<file path="src/rtl/tawa_pkg.sv">
// Shared types, constants and the arctangent table of the tilt angle window averager.
// Used by the interfaces, the controller, the datapath and the top level.
`default_nettype none

package tawa_pkg;

    // Sample and result field widths
    localparam int SAMPLE_W = 16;
    localparam int PERIOD_W = 10;
    localparam int ANGLE_W  = 15;
    localparam int YAW_W    = 23;

    // Window length and accumulator widths
    localparam int WINDOW_SAMPLES = 10;
    localparam int COUNT_W        = 4;
    localparam int TILT_TOTAL_W   = 18;
    localparam int YAW_TOTAL_W    = 27;

    localparam logic [PERIOD_W-1:0] PERIOD_RESET = 10'd100;

    // Iterative units
    localparam int SQRT_STEPS   = 24;
    localparam int CORDIC_STEPS = 24;
    localparam int STEP_W       = 5;
    localparam int SQRT_W       = 48;
    localparam int CORD_W       = 27;
    localparam int ZACC_W       = 32;

    // Angle scaling: hundredths of a degree times 65536
    localparam logic signed [ZACC_W-1:0] ANGLE_LIMIT = 32'sd589824000;
    localparam logic [13:0]              ANGLE_FULL  = 14'd9000;

    // Reciprocal division: floor(v / d) = (v * ceil(2^32 / d)) >> 32
    localparam int          RECIP_SHIFT = 32;
    localparam int          MUL_A_W     = 28;
    localparam int          MUL_B_W     = 33;
    localparam int          MUL_P_W     = MUL_A_W + MUL_B_W;
    localparam logic [63:0] YAW_DIVISOR = 64'd100;
    localparam logic [63:0] YAW_RECIP64 = ((64'd1 << RECIP_SHIFT) + YAW_DIVISOR - 64'd1)
                                          / YAW_DIVISOR;
    localparam logic [63:0] WIN_RECIP64 = ((64'd1 << RECIP_SHIFT) + 64'(WINDOW_SAMPLES)
                                          - 64'd1) / 64'(WINDOW_SAMPLES);
    localparam logic [MUL_B_W-1:0] YAW_RECIP = YAW_RECIP64[MUL_B_W-1:0];
    localparam logic [MUL_B_W-1:0] WIN_RECIP = WIN_RECIP64[MUL_B_W-1:0];
    localparam logic [MUL_A_W-1:0] YAW_HALF  = MUL_A_W'(YAW_DIVISOR / 64'd2);
    localparam logic [MUL_A_W-1:0] WIN_HALF  = MUL_A_W'(WINDOW_SAMPLES / 2);

    // atan(2^-i) in hundredths of a degree times 65536
    localparam logic [ZACC_W-1:0] ATAN_TAB [CORDIC_STEPS] = '{
        32'd294912000, 32'd174096719, 32'd91987925, 32'd46694507, 32'd23437865,
        32'd11730358, 32'd5866610, 32'd2933484, 32'd1466764, 32'd733385,
        32'd366693, 32'd183346, 32'd91673, 32'd45837, 32'd22918,
        32'd11459, 32'd5730, 32'd2865, 32'd1432, 32'd716,
        32'd358, 32'd179, 32'd90, 32'd45
    };

    // Mean selector steps
    localparam logic [STEP_W-1:0] MEAN_ROLL  = 5'd0;
    localparam logic [STEP_W-1:0] MEAN_PITCH = 5'd1;
    localparam logic [STEP_W-1:0] MEAN_YAW   = 5'd2;

    // Datapath operations
    typedef enum logic [3:0] {
        OP_NONE,
        OP_LOAD,
        OP_YAW_MUL,
        OP_YAW_DIV,
        OP_YAW_ACC,
        OP_SQ_A,
        OP_SQ_B,
        OP_SQRT,
        OP_CORD_INIT,
        OP_CORD,
        OP_ANGLE,
        OP_SUM,
        OP_MEAN_MUL,
        OP_MEAN_WR,
        OP_EMIT
    } tawa_op_t;

    typedef struct packed {
        tawa_op_t          op;
        logic              pitch;
        logic [STEP_W-1:0] step;
        logic              ready;
    } tawa_cmd_t;

    typedef struct packed {
        logic window_full;
        logic out_busy;
    } tawa_status_t;

endpackage

`default_nettype wire

</file>
<file path="src/rtl/tawa_if.sv">
// Channel interfaces of the tilt angle window averager: sample, result and configuration.
// Depends on tawa_pkg for field widths.
`default_nettype none

interface tawa_sample_if;
    import tawa_pkg::*;
    logic                       valid;
    logic                       ready;
    logic signed [SAMPLE_W-1:0] accel_x;
    logic signed [SAMPLE_W-1:0] accel_y;
    logic signed [SAMPLE_W-1:0] accel_z;
    logic signed [SAMPLE_W-1:0] gyro_z;
    modport source (output valid, accel_x, accel_y, accel_z, gyro_z, input ready);
    modport sink (input valid, accel_x, accel_y, accel_z, gyro_z, output ready);
endinterface

interface tawa_result_if;
    import tawa_pkg::*;
    logic                      valid;
    logic                      ready;
    logic signed [ANGLE_W-1:0] roll_average;
    logic signed [ANGLE_W-1:0] pitch_average;
    logic signed [YAW_W-1:0]   yaw_average;
    modport source (output valid, roll_average, pitch_average, yaw_average, input ready);
    modport sink (input valid, roll_average, pitch_average, yaw_average, output ready);
endinterface

interface tawa_cfg_if;
    import tawa_pkg::*;
    logic                valid;
    logic                ready;
    logic [PERIOD_W-1:0] sample_period_ms;
    modport source (output valid, sample_period_ms, input ready);
    modport sink (input valid, sample_period_ms, output ready);
endinterface

`default_nettype wire

</file>
<file path="src/rtl/tawa_ctrl.sv">
// Sequencer of tilt angle window averager: steps the datapath per sample and window.
// Depends on tawa_pkg for the command and status types.
`default_nettype none

module tawa_ctrl (
    input  wire                   clk,
    input  wire                   rst_n,
    input  wire                   sample_valid,
    input  tawa_pkg::tawa_status_t status,
    output tawa_pkg::tawa_cmd_t   cmd
);
    import tawa_pkg::*;

    typedef enum logic [3:0] {
        S_IDLE,
        S_YAW_MUL,
        S_YAW_DIV,
        S_YAW_ACC,
        S_SQ_A,
        S_SQ_B,
        S_SQRT,
        S_CORD_INIT,
        S_CORD,
        S_ANGLE,
        S_SUM,
        S_CHECK,
        S_WAIT_OUT,
        S_MEAN_MUL,
        S_MEAN_WR,
        S_EMIT
    } state_t;

    state_t            state_reg, state_next;
    logic [STEP_W-1:0] step_reg, step_next;
    logic              pitch_reg, pitch_next;

    // Next state and step counter
    always_comb
    begin
        state_next = state_reg;
        step_next  = step_reg;
        pitch_next = pitch_reg;
        case (state_reg)
            S_IDLE:
            begin
                if (sample_valid)
                begin
                    state_next = S_YAW_MUL;
                end
            end
            S_YAW_MUL:  state_next = S_YAW_DIV;
            S_YAW_DIV:  state_next = S_YAW_ACC;
            S_YAW_ACC:
            begin
                state_next = S_SQ_A;
                pitch_next = 1'b0;
            end
            S_SQ_A:     state_next = S_SQ_B;
            S_SQ_B:
            begin
                state_next = S_SQRT;
                step_next  = '0;
            end
            S_SQRT:
            begin
                if (step_reg == STEP_W'(SQRT_STEPS - 1))
                begin
                    state_next = S_CORD_INIT;
                end
                else
                begin
                    step_next = step_reg + 1'b1;
                end
            end
            S_CORD_INIT:
            begin
                state_next = S_CORD;
                step_next  = '0;
            end
            S_CORD:
            begin
                if (step_reg == STEP_W'(CORDIC_STEPS - 1))
                begin
                    state_next = S_ANGLE;
                end
                else
                begin
                    step_next = step_reg + 1'b1;
                end
            end
            S_ANGLE:
            begin
                if (pitch_reg)
                begin
                    state_next = S_SUM;
                end
                else
                begin
                    state_next = S_SQ_A;
                    pitch_next = 1'b1;
                end
            end
            S_SUM:      state_next = S_CHECK;
            S_CHECK:    state_next = status.window_full ? S_WAIT_OUT : S_IDLE;
            S_WAIT_OUT:
            begin
                if (!status.out_busy)
                begin
                    state_next = S_MEAN_MUL;
                    step_next  = MEAN_ROLL;
                end
            end
            S_MEAN_MUL: state_next = S_MEAN_WR;
            S_MEAN_WR:
            begin
                if (step_reg == MEAN_YAW)
                begin
                    state_next = S_EMIT;
                end
                else
                begin
                    state_next = S_MEAN_MUL;
                    step_next  = step_reg + 1'b1;
                end
            end
            S_EMIT:     state_next = S_IDLE;
            default:    state_next = S_IDLE;
        endcase
    end

    // Hold state and counters
    always_ff @(posedge clk or negedge rst_n)
    begin
        if (!rst_n)
        begin
            state_reg <= S_IDLE;
            step_reg  <= '0;
            pitch_reg <= 1'b0;
        end
        else
        begin
            state_reg <= state_next;
            step_reg  <= step_next;
            pitch_reg <= pitch_next;
        end
    end

    // Decode commands
    always_comb
    begin
        cmd.pitch = pitch_reg;
        cmd.step  = step_reg;
        cmd.ready = (state_reg == S_IDLE);
        case (state_reg)
            S_IDLE:      cmd.op = sample_valid ? OP_LOAD : OP_NONE;
            S_YAW_MUL:   cmd.op = OP_YAW_MUL;
            S_YAW_DIV:   cmd.op = OP_YAW_DIV;
            S_YAW_ACC:   cmd.op = OP_YAW_ACC;
            S_SQ_A:      cmd.op = OP_SQ_A;
            S_SQ_B:      cmd.op = OP_SQ_B;
            S_SQRT:      cmd.op = OP_SQRT;
            S_CORD_INIT: cmd.op = OP_CORD_INIT;
            S_CORD:      cmd.op = OP_CORD;
            S_ANGLE:     cmd.op = OP_ANGLE;
            S_SUM:       cmd.op = OP_SUM;
            S_MEAN_MUL:  cmd.op = OP_MEAN_MUL;
            S_MEAN_WR:   cmd.op = OP_MEAN_WR;
            S_EMIT:      cmd.op = OP_EMIT;
            default:     cmd.op = OP_NONE;
        endcase
    end

endmodule

`default_nettype wire

</file>
<file path="src/rtl/tawa_dp.sv">
// Datapath of the tilt angle window averager: square root, CORDIC, yaw and window sums.
// Depends on tawa_pkg; driven by tawa_ctrl commands.
`default_nettype none

module tawa_dp (
    input  wire                                  clk,
    input  wire                                  rst_n,
    input  tawa_pkg::tawa_cmd_t                  cmd,
    output tawa_pkg::tawa_status_t               status,
    input  wire signed [tawa_pkg::SAMPLE_W-1:0]  accel_x,
    input  wire signed [tawa_pkg::SAMPLE_W-1:0]  accel_y,
    input  wire signed [tawa_pkg::SAMPLE_W-1:0]  accel_z,
    input  wire signed [tawa_pkg::SAMPLE_W-1:0]  gyro_z,
    input  wire                                  cfg_write,
    input  wire        [tawa_pkg::PERIOD_W-1:0]  cfg_period,
    input  wire                                  out_ready,
    output logic                                 out_valid,
    output logic signed [tawa_pkg::ANGLE_W-1:0]  roll_average,
    output logic signed [tawa_pkg::ANGLE_W-1:0]  pitch_average,
    output logic signed [tawa_pkg::YAW_W-1:0]    yaw_average
);
    import tawa_pkg::*;

    // Configuration and sample registers
    logic        [PERIOD_W-1:0] period_reg;
    logic signed [SAMPLE_W-1:0] ax_reg, ay_reg, az_reg, gz_reg;

    // Arithmetic working registers
    logic signed [26:0]          prod_reg;
    logic [MUL_P_W-1:0]          mul_reg;
    logic                        neg_reg;
    logic [31:0]                 d2_reg;
    logic [SQRT_W-1:0]           rem_reg, root_reg;
    logic signed [CORD_W-1:0]    x_reg, y_reg;
    logic signed [ZACC_W-1:0]    z_reg;
    logic signed [ANGLE_W-1:0]   roll_reg, pitch_reg;

    // Window state
    logic [COUNT_W-1:0]             count_reg;
    logic signed [TILT_TOTAL_W-1:0] roll_total_reg, pitch_total_reg;
    logic signed [YAW_W-1:0]        yaw_running_reg;
    logic signed [YAW_TOTAL_W-1:0]  yaw_total_reg;

    // Result register
    logic                        out_valid_reg;
    logic signed [ANGLE_W-1:0]   roll_out_reg, pitch_out_reg;
    logic signed [YAW_W-1:0]     yaw_out_reg;

    // Combinational helpers
    logic signed [SAMPLE_W-1:0] sq_sel;
    logic signed [31:0]         sq_val;
    logic signed [16:0]         num_wide;
    logic [16:0]                mag;
    logic                       ang_neg;
    logic [SQRT_W-1:0]          sq_v, sq_r, sq_bit, sq_trial;
    logic signed [CORD_W-1:0]   dx, dy;
    logic signed [ZACC_W-1:0]   tab_val, z_clamp, z_round;
    logic [13:0]                ang_mag;
    logic signed [ANGLE_W-1:0]  ang_val;
    logic [25:0]                yaw_mag;
    logic signed [YAW_TOTAL_W-1:0] mean_src;
    logic [YAW_TOTAL_W-1:0]     mean_mag;
    logic [MUL_A_W-1:0]         mul_a;
    logic [MUL_B_W-1:0]         mul_b;
    logic [MUL_P_W-RECIP_SHIFT-1:0] quot;
    logic signed [MUL_P_W-RECIP_SHIFT:0] quot_s;
    logic signed [YAW_W:0]      yaw_sum;
    logic signed [TILT_TOTAL_W:0] roll_grown, pitch_grown;
    logic signed [YAW_TOTAL_W:0]  yawt_sum;

    // Select square operand and tilt numerator
    always_comb
    begin
        sq_sel   = (cmd.op == OP_SQ_A) ? (cmd.pitch ? ay_reg : ax_reg) : az_reg;
        sq_val   = sq_sel * sq_sel;
        num_wide = cmd.pitch ? 17'(ax_reg) : 17'(ay_reg);
        mag      = num_wide[16] ? 17'(-num_wide) : 17'(num_wide);
        ang_neg  = cmd.pitch ? (!ax_reg[SAMPLE_W-1] && (ax_reg != '0)) : ay_reg[SAMPLE_W-1];
    end

    // One bit of the floor square root per step
    always_comb
    begin
        sq_v     = (cmd.step == '0) ? {d2_reg, 16'b0} : rem_reg;
        sq_r     = (cmd.step == '0) ? '0 : root_reg;
        sq_bit   = SQRT_W'(1) << (6'(SQRT_W - 2) - {cmd.step, 1'b0});
        sq_trial = sq_r + sq_bit;
    end

    // CORDIC shifts and angle finish
    always_comb
    begin
        dx      = y_reg >>> cmd.step;
        dy      = x_reg >>> cmd.step;
        tab_val = signed'(ATAN_TAB[cmd.step]);
        if (z_reg < 0)
        begin
            z_clamp = '0;
        end
        else if (z_reg > ANGLE_LIMIT)
        begin
            z_clamp = ANGLE_LIMIT;
        end
        else
        begin
            z_clamp = z_reg;
        end
        z_round = z_clamp + 32'sd32768;
        if (d2_reg == '0)
        begin
            ang_mag = (mag == '0) ? 14'd0 : ANGLE_FULL;
        end
        else
        begin
            ang_mag = z_round[29:16];
        end
        ang_val = ang_neg ? -ANGLE_W'(ang_mag) : ANGLE_W'(ang_mag);
    end

    // Shared reciprocal multiplier operands
    always_comb
    begin
        yaw_mag = prod_reg[26] ? 26'(-prod_reg) : 26'(prod_reg);
        case (cmd.step)
            MEAN_ROLL:  mean_src = YAW_TOTAL_W'(roll_total_reg);
            MEAN_PITCH: mean_src = YAW_TOTAL_W'(pitch_total_reg);
            default:    mean_src = yaw_total_reg;
        endcase
        mean_mag = mean_src[YAW_TOTAL_W-1] ? YAW_TOTAL_W'(-mean_src) : YAW_TOTAL_W'(mean_src);
        if (cmd.op == OP_YAW_DIV)
        begin
            mul_a = MUL_A_W'(yaw_mag) + YAW_HALF;
            mul_b = YAW_RECIP;
        end
        else
        begin
            mul_a = MUL_A_W'(mean_mag) + WIN_HALF;
            mul_b = WIN_RECIP;
        end
        quot   = mul_reg[MUL_P_W-1:RECIP_SHIFT];
        quot_s = neg_reg ? -$signed({1'b0, quot}) : $signed({1'b0, quot});
    end

    // Widened sums for the saturating updates
    always_comb
    begin
        yaw_sum     = (YAW_W+1)'(yaw_running_reg) + (YAW_W+1)'(quot_s);
        roll_grown  = (TILT_TOTAL_W+1)'(roll_total_reg) + (TILT_TOTAL_W+1)'(roll_reg);
        pitch_grown = (TILT_TOTAL_W+1)'(pitch_total_reg) + (TILT_TOTAL_W+1)'(pitch_reg);
        yawt_sum    = (YAW_TOTAL_W+1)'(yaw_total_reg) + (YAW_TOTAL_W+1)'(yaw_running_reg);
    end

    // Payload registers
    always_ff @(posedge clk)
    begin
        case (cmd.op)
            OP_LOAD:
            begin
                ax_reg <= accel_x;
                ay_reg <= accel_y;
                az_reg <= accel_z;
                gz_reg <= gyro_z;
            end
            OP_YAW_MUL:
            begin
                prod_reg <= 27'(gz_reg) * $signed({17'b0, period_reg});
            end
            OP_YAW_DIV:
            begin
                neg_reg <= prod_reg[26];
                mul_reg <= MUL_P_W'(mul_a) * MUL_P_W'(mul_b);
            end
            OP_SQ_A:
            begin
                d2_reg <= 32'(sq_val);
            end
            OP_SQ_B:
            begin
                d2_reg <= d2_reg + 32'(sq_val);
            end
            OP_SQRT:
            begin
                if (sq_v >= sq_trial)
                begin
                    rem_reg  <= sq_v - sq_trial;
                    root_reg <= (sq_r >> 1) + sq_bit;
                end
                else
                begin
                    rem_reg  <= sq_v;
                    root_reg <= sq_r >> 1;
                end
            end
            OP_CORD_INIT:
            begin
                x_reg <= CORD_W'(root_reg[23:0]);
                y_reg <= CORD_W'({mag, 8'b0});
                z_reg <= '0;
            end
            OP_CORD:
            begin
                if (y_reg > 0)
                begin
                    x_reg <= x_reg + dx;
                    y_reg <= y_reg - dy;
                    z_reg <= z_reg + tab_val;
                end
                else
                begin
                    x_reg <= x_reg - dx;
                    y_reg <= y_reg + dy;
                    z_reg <= z_reg - tab_val;
                end
            end
            OP_ANGLE:
            begin
                if (cmd.pitch)
                begin
                    pitch_reg <= ang_val;
                end
                else
                begin
                    roll_reg <= ang_val;
                end
            end
            OP_MEAN_MUL:
            begin
                neg_reg <= mean_src[YAW_TOTAL_W-1];
                mul_reg <= MUL_P_W'(mul_a) * MUL_P_W'(mul_b);
            end
            OP_MEAN_WR:
            begin
                case (cmd.step)
                    MEAN_ROLL:  roll_out_reg  <= ANGLE_W'(quot_s);
                    MEAN_PITCH: pitch_out_reg <= ANGLE_W'(quot_s);
                    default:    yaw_out_reg   <= YAW_W'(quot_s);
                endcase
            end
            default:
            begin
            end
        endcase
    end

    // Window state, configuration and result handshake
    always_ff @(posedge clk or negedge rst_n)
    begin
        if (!rst_n)
        begin
            period_reg      <= PERIOD_RESET;
            count_reg       <= '0;
            roll_total_reg  <= '0;
            pitch_total_reg <= '0;
            yaw_running_reg <= '0;
            yaw_total_reg   <= '0;
            out_valid_reg   <= 1'b0;
        end
        else
        begin
            if (cfg_write)
            begin
                period_reg <= cfg_period;
            end
            if (out_valid_reg && out_ready)
            begin
                out_valid_reg <= 1'b0;
            end
            case (cmd.op)
                OP_YAW_ACC:
                begin
                    if (yaw_sum > (YAW_W+1)'(4194303))
                    begin
                        yaw_running_reg <= YAW_W'(4194303);
                    end
                    else if (yaw_sum < -(YAW_W+1)'(4194304))
                    begin
                        yaw_running_reg <= YAW_W'(-4194304);
                    end
                    else
                    begin
                        yaw_running_reg <= YAW_W'(yaw_sum);
                    end
                end
                OP_SUM:
                begin
                    count_reg <= count_reg + 1'b1;
                    if (roll_grown > (TILT_TOTAL_W+1)'(131071))
                    begin
                        roll_total_reg <= TILT_TOTAL_W'(131071);
                    end
                    else if (roll_grown < -(TILT_TOTAL_W+1)'(131072))
                    begin
                        roll_total_reg <= TILT_TOTAL_W'(-131072);
                    end
                    else
                    begin
                        roll_total_reg <= TILT_TOTAL_W'(roll_grown);
                    end
                    if (pitch_grown > (TILT_TOTAL_W+1)'(131071))
                    begin
                        pitch_total_reg <= TILT_TOTAL_W'(131071);
                    end
                    else if (pitch_grown < -(TILT_TOTAL_W+1)'(131072))
                    begin
                        pitch_total_reg <= TILT_TOTAL_W'(-131072);
                    end
                    else
                    begin
                        pitch_total_reg <= TILT_TOTAL_W'(pitch_grown);
                    end
                    if (yawt_sum > (YAW_TOTAL_W+1)'(67108863))
                    begin
                        yaw_total_reg <= YAW_TOTAL_W'(67108863);
                    end
                    else if (yawt_sum < -(YAW_TOTAL_W+1)'(67108864))
                    begin
                        yaw_total_reg <= YAW_TOTAL_W'(-67108864);
                    end
                    else
                    begin
                        yaw_total_reg <= YAW_TOTAL_W'(yawt_sum);
                    end
                end
                OP_EMIT:
                begin
                    out_valid_reg   <= 1'b1;
                    count_reg       <= '0;
                    roll_total_reg  <= '0;
                    pitch_total_reg <= '0;
                    yaw_running_reg <= '0;
                    yaw_total_reg   <= '0;
                end
                default:
                begin
                end
            endcase
        end
    end

    assign status.window_full = (count_reg >= COUNT_W'(WINDOW_SAMPLES));
    assign status.out_busy    = out_valid_reg;
    assign out_valid          = out_valid_reg;
    assign roll_average       = roll_out_reg;
    assign pitch_average      = pitch_out_reg;
    assign yaw_average        = yaw_out_reg;

endmodule

`default_nettype wire

</file>
<file path="src/rtl/tilt_angle_window_averager.sv">
// Tilt angle window averager: a sample runs the yaw update and two passes of the
// 24-step square root and the 24-step CORDIC on the shared datapath before the next
// sample is accepted. A window result follows its last sample through the check, a wait
// for a free output register, the three mean steps and the emit, and waits in that register.
// Reset clears all sums, the sample count and the result valid; the period resets to 100.
`default_nettype none

module tilt_angle_window_averager (
    input wire           clk,
    input wire           rst_n,
    tawa_sample_if.sink  sample,
    tawa_result_if.source result,
    tawa_cfg_if.sink     cfg
);
    import tawa_pkg::*;

    tawa_cmd_t    cmd;
    tawa_status_t status;

    // Sequence the datapath
    tawa_ctrl u_ctrl (
        .clk          (clk),
        .rst_n        (rst_n),
        .sample_valid (sample.valid),
        .status       (status),
        .cmd          (cmd)
    );

    tawa_dp u_dp (
        .clk           (clk),
        .rst_n         (rst_n),
        .cmd           (cmd),
        .status        (status),
        .accel_x       (sample.accel_x),
        .accel_y       (sample.accel_y),
        .accel_z       (sample.accel_z),
        .gyro_z        (sample.gyro_z),
        .cfg_write     (cfg.valid),
        .cfg_period    (cfg.sample_period_ms),
        .out_ready     (result.ready),
        .out_valid     (result.valid),
        .roll_average  (result.roll_average),
        .pitch_average (result.pitch_average),
        .yaw_average   (result.yaw_average)
    );

    // Take samples only between sequences; configuration is always taken
    assign sample.ready = cmd.ready;
    assign cfg.ready    = 1'b1;

endmodule

`default_nettype wire

</file>
<file path="src/flat_wrapper.sv">
// flat-port wrapper written by rule: the top's interface ports become plain ports
module tilt_angle_window_averager_flat import tawa_pkg::*;
  (clk, rst_n, sample_valid, sample_accel_x, sample_accel_y, sample_accel_z, sample_gyro_z, sample_ready, result_valid, result_roll_average, result_pitch_average, result_yaw_average, result_ready, cfg_valid, cfg_sample_period_ms, cfg_ready);
  tawa_sample_if sample_i ();
  tawa_result_if result_i ();
  tawa_cfg_if cfg_i ();
  input wire clk;
  input wire rst_n;
  input wire logic [$bits(sample_i.valid)-1:0] sample_valid;
  input wire logic [$bits(sample_i.accel_x)-1:0] sample_accel_x;
  input wire logic [$bits(sample_i.accel_y)-1:0] sample_accel_y;
  input wire logic [$bits(sample_i.accel_z)-1:0] sample_accel_z;
  input wire logic [$bits(sample_i.gyro_z)-1:0] sample_gyro_z;
  output wire logic [$bits(sample_i.ready)-1:0] sample_ready;
  output wire logic [$bits(result_i.valid)-1:0] result_valid;
  output wire logic [$bits(result_i.roll_average)-1:0] result_roll_average;
  output wire logic [$bits(result_i.pitch_average)-1:0] result_pitch_average;
  output wire logic [$bits(result_i.yaw_average)-1:0] result_yaw_average;
  input wire logic [$bits(result_i.ready)-1:0] result_ready;
  input wire logic [$bits(cfg_i.valid)-1:0] cfg_valid;
  input wire logic [$bits(cfg_i.sample_period_ms)-1:0] cfg_sample_period_ms;
  output wire logic [$bits(cfg_i.ready)-1:0] cfg_ready;
  assign sample_i.valid = sample_valid;
  assign sample_i.accel_x = sample_accel_x;
  assign sample_i.accel_y = sample_accel_y;
  assign sample_i.accel_z = sample_accel_z;
  assign sample_i.gyro_z = sample_gyro_z;
  assign sample_ready = sample_i.ready;
  assign result_valid = result_i.valid;
  assign result_roll_average = result_i.roll_average;
  assign result_pitch_average = result_i.pitch_average;
  assign result_yaw_average = result_i.yaw_average;
  assign result_i.ready = result_ready;
  assign cfg_i.valid = cfg_valid;
  assign cfg_i.sample_period_ms = cfg_sample_period_ms;
  assign cfg_ready = cfg_i.ready;
  tilt_angle_window_averager u_core (.clk(clk), .rst_n(rst_n), .sample(sample_i), .result(result_i), .cfg(cfg_i));
endmodule
</file>
<file path="config.mk">
export PLATFORM = sky130hd
export DESIGN_NAME = tilt_angle_window_averager_flat
export DESIGN_NICKNAME = d
export VERILOG_FILES = /design/src/rtl/tawa_pkg.sv /design/src/rtl/tawa_if.sv /design/src/rtl/tawa_ctrl.sv /design/src/rtl/tawa_dp.sv /design/src/rtl/tilt_angle_window_averager.sv /design/src/flat_wrapper.sv
export SDC_FILE = /design/constraint.sdc
export NUM_CORES = 2
export LEC_CHECK = 0
export ABC_AREA = 1
export BUFFER_PORTS_ARGS = -buffer_cell sky130_fd_sc_hd__buf_2
export CORE_AREA = 2 2 525 527
export DETAILED_ROUTE_END_ITERATION = 8
export DIE_AREA = 0 0 527 529
export GPL_ROUTABILITY_DRIVEN = 0
export PLACE_DENSITY = 0.54
export SYNTH_ARGS = -nofsm -noshare
export SYNTH_HDL_FRONTEND = slang
export SYNTH_SLANG_ARGS = --single-unit
export TNS_END_PERCENT = 10
</file>
<file path="constraint.sdc">
create_clock -name clk -period 10.05 [get_ports clk]
set_input_delay 1.5075 -clock clk [delete_from_list [all_inputs] [get_ports clk]]
set_output_delay 1.5075 -clock clk [all_outputs]
set_load 0.05 [all_outputs]
</file>
==> results by group <==
Yosys
  • FF+latch count, synth: around 520
  • Synth warnings: 0
  • EDFF count, synth: approximately 410
  • Post-Synthesis Cells: 10766
  • Post-synthesis sequential area ratio: 0.1861
  • Post-synth ARST share: 0.2118
  • Netlist cell types: 74
  • Most area-hungry cell type in the Yosys netlist: fa_1
  • Share of the synthesized area in the top cell type: 0.2105
  • Mean Syn Cell Area: roughly 7.6 sq um
  • Top post-synthesis cells by area: fa_1 (21%), edfxtp_1 (15%), ha_1 (12%)
  • Post-synth top flop: edfxtp_1
  • Mapped cell area: around 0.082 sq mm

Run
  • Max Cap Viol: 0

Die
  • Core Area: between 0.2 and 0.3 sq mm
  • Top-level I/O count: ~140
  • Initial Utilization: 0.2990
  • Die height: ~530 um
  • Die W: 527 um
  • # rows: roughly 190
  • Die area: approximately 0.28 sq mm

Critical path
  • R2r startpoint: u_core.u_ctrl.step_reg[1]$_DFFE_PN0P_
  • Startpoint types: register
  • Slowest cell on the critical path: fa_1
  • Max stage delay on crit path: approximately 0.52 ns
  • Most frequent CP cell: inv_1
  • R2r endpoint: u_core.u_dp.mul_reg[51]$_DFFE_PP_
  • R2R setup slack: 0.39 ns
  • CP Class: reg -> reg
  • Crit. End Element: register
  • WP data arrival: about 10 ns
  • R2R depth: 48
  • Critical path required time: about 10 ns
  • Worst Path Max Fanout: 12

Routing
  • Vias: around 69000
  • WL/cell: roughly 17 um
  • DRT Wirelength: 252700 um
  • DR iter-0 viols: around 5000
  • Post-route ant nets: 0
  • Avg Vias per Cell: 4.759
  • DR pass1 iterations: 6
  • DR DRC count: 0

Global route
  • Number of global-route vias before repair: 69091
  • GRT overflow: 0
  • First-pass GRT wire length: between 300000 and 400000 um
  • Initial antenna violation count: 1
  • Largest net degree at the start of global routing: 79
  • Gr usage total: 0.1808

Layout
  • Finished Layout Cells: approximately 15000
  • Layout cells sized above 1: 0.05639
  • Design area: about 0.09 sq mm
  • Area growth from synthesis to layout: 10.03%
  • Layout Nets: about 13000

STA
  • RSZ-0062 raised after global routing: yes
  • Final Max Slew Viols: 0
  • Relative slew margins: 0.2077
  • # setup viols final: 0
  • Tmin final: just under 10 ns
  • Worst hold margin: a little over 0.5 ns
  • Fin. Hold Viols: 0
  • Setup Skew: ~0.048 ns
  • Post-route setup TNS: 0 ns
  • Tcrit/Tclk final: 0.9611
  • FMAX: between 100 and 150 MHz
  • Worst Tran Pin Value: 1.176 ns

Placement
  • Dpl hpwl: ~210000 um
  • Placement Cell Area: 0.08705 sq mm
  • Cells after DPL: ~14000
  • Buffers on Ports: ~130

Hold path
  • Worst Hold End: u_core.u_ctrl.state_reg[0]$_DFFE_PN0P_
  • Hold path startpoint: u_core.u_ctrl.state_reg[0]$_DFFE_PN0P_
  • Hold path depth: 1
  • Hold Path Class: reg -> reg

CTS
  • Clock Root Buffer: clkbuf_16
  • Worst-path clk slew: approximately 0.060 ns
  • Cts hold-fix bufs: 0
  • CTS Buf Count: between 70 and 80
  • H-tree depth: 3
  • Max Buffers Root-to-Sink: 3
  • TritonCTS clock tree: done
  • Clk_lat worst skew: 0.70 ns
  • CTS Sinks: approximately 520

Outcome
  • Status: finished, final reports clean
worst max-delay path by stage:
stage | cells past startpoint | slack (ns) | startpoint | end
global placement | 44 | 0.16 | u_core.u_ctrl.step_reg[1]$_DFFE_PN0P_ | u_core.u_dp.mul_reg[54]$_DFFE_PP_
floorplan | 44 | 0.71 | u_core.u_ctrl.step_reg[1]$_DFFE_PN0P_ | u_core.u_dp.mul_reg[54]$_DFFE_PP_
CTS | 44 | 0.03 | u_core.u_ctrl.step_reg[1]$_DFFE_PN0P_ | u_core.u_dp.mul_reg[54]$_DFFE_PP_
global route | 48 | -0.09 | u_core.u_ctrl.step_reg[1]$_DFFE_PN0P_ | u_core.u_dp.mul_reg[51]$_DFFE_PP_
finish | 48 | 0.39 | u_core.u_ctrl.step_reg[1]$_DFFE_PN0P_ | u_core.u_dp.mul_reg[51]$_DFFE_PP_
detailed placement | 42 | 0.09 | u_core.u_ctrl.step_reg[1]$_DFFE_PN0P_ | u_core.u_dp.mul_reg[54]$_DFFE_PP_
routing by layer:
layer | vias to the layer above | track usage | part of all wire
met5 | - | 0 | 0
met4 | 0 | 0.04316 | 0.024
met3 | 279 | 0.01947 | 0.052
met2 | 1667 | 0.2900 | 0.45
met1 | 33067 | 0.2589 | 0.48
li1 | 34408 | - | -
critical path: cells and delay by family, from the launching register on:
kind	cells	cell delay, ns
adder cells (fa/ha/maj)	10	4.28
AND/OR/NAND/NOR	23	3.03
AO/OA/AOI/OAI	5	0.95
buffers and inverters	10	0.71
flip-flops	1	0.37
area by class of cell:
cell class                 count  area, sq um
fill                       29288       183100
clock buffer                  87         2017
inverter                    2309         8671
tap                         3589         4491
clock inverter                48        436.7
timing repair buffer         265         1675
multi-input combinational   7762        57300
antenna                        2        5.005
sequential                   524        15190
through the flow:
step           utilization  setup slack, ns
2_1_floorplan            -           0.7079
3_3_place_gp        0.3190           0.1648
3_5_place_dp        0.3190          0.08762
4_1_cts             0.3280          0.03435
5_1_grt             0.3290         -0.09408
6_report            0.3290           0.3907
synth_stat cells (20+ instances only):
master    count
edfxtp_1    413
a31oi_1      87
inv_1      2282
or2_2        44
nand3_2      20
nand4_1      93
nand3_1     372
nor3_1       94
o21a_1       43
clkbuf_1    161
nor4_1       49
fa_1        858
nor2_1      997
ha_1        764
o22ai_1      22
nor2_2       20
xnor2_1     161
xor2_1      302
inv_2        20
nand2_1    2137
a21o_1       22
dfrtp_1     108
buf_1        31
o21ai_1      29
a21oi_1     571
a21boi_0     31
buf_2        34
o21bai_1     23
o221ai_1     36
o21ai_0     656
o211ai_1     68
placed cells by master, fill, tap and decap left out, drive strengths merged, types with 10 or more instances in the layout:
cell type  count
ha           764
o221ai        36
mux2i         16
a31oi         87
o21bai        24
nor2        1029
fa           858
clkinv        31
o21ai        690
o31ai         15
conb          69
nand2       2160
buf          265
clkbuf        87
or2           46
nor4          49
nand4         93
o22ai         22
nand3b        17
a21oi        573
a221oi        10
xor2         303
o21a          43
inv         2313
a21o          22
a21boi        33
clkinvlp      10
dfrtp        108
edfxtp       413
and2          17
nand3        393
o211ai        68
mux2          10
xnor2        161
nor3          99
logic make-up (layout without fill, tap and decap cells):
logic type               Yosys count  in the layout  synth area share
AND/OR/NAND/NOR                 3919           3919            0.2002
buffers and inverters           2547           2709            0.1186
AO/OA/AOI/OAI                   1662           1662            0.1141
adder cells (fa/ha/maj)         1622           1622            0.3276
flip-flops                       524            524            0.1861
XOR/XNOR                         464            464           0.04990
multiplexers                      26             26          0.003343
other                              2             71        0.00009203
repair_timing:
item | 4_1_cts | 5_1_grt
resized for setup | 0 | 65
setup endpoints to repair | 0 | 26
setup buffers | 0 | 4
Power is left out: the tool's default activity adds up to more than one toggle a clock period on the data nets, which glitch-free logic cannot reach.
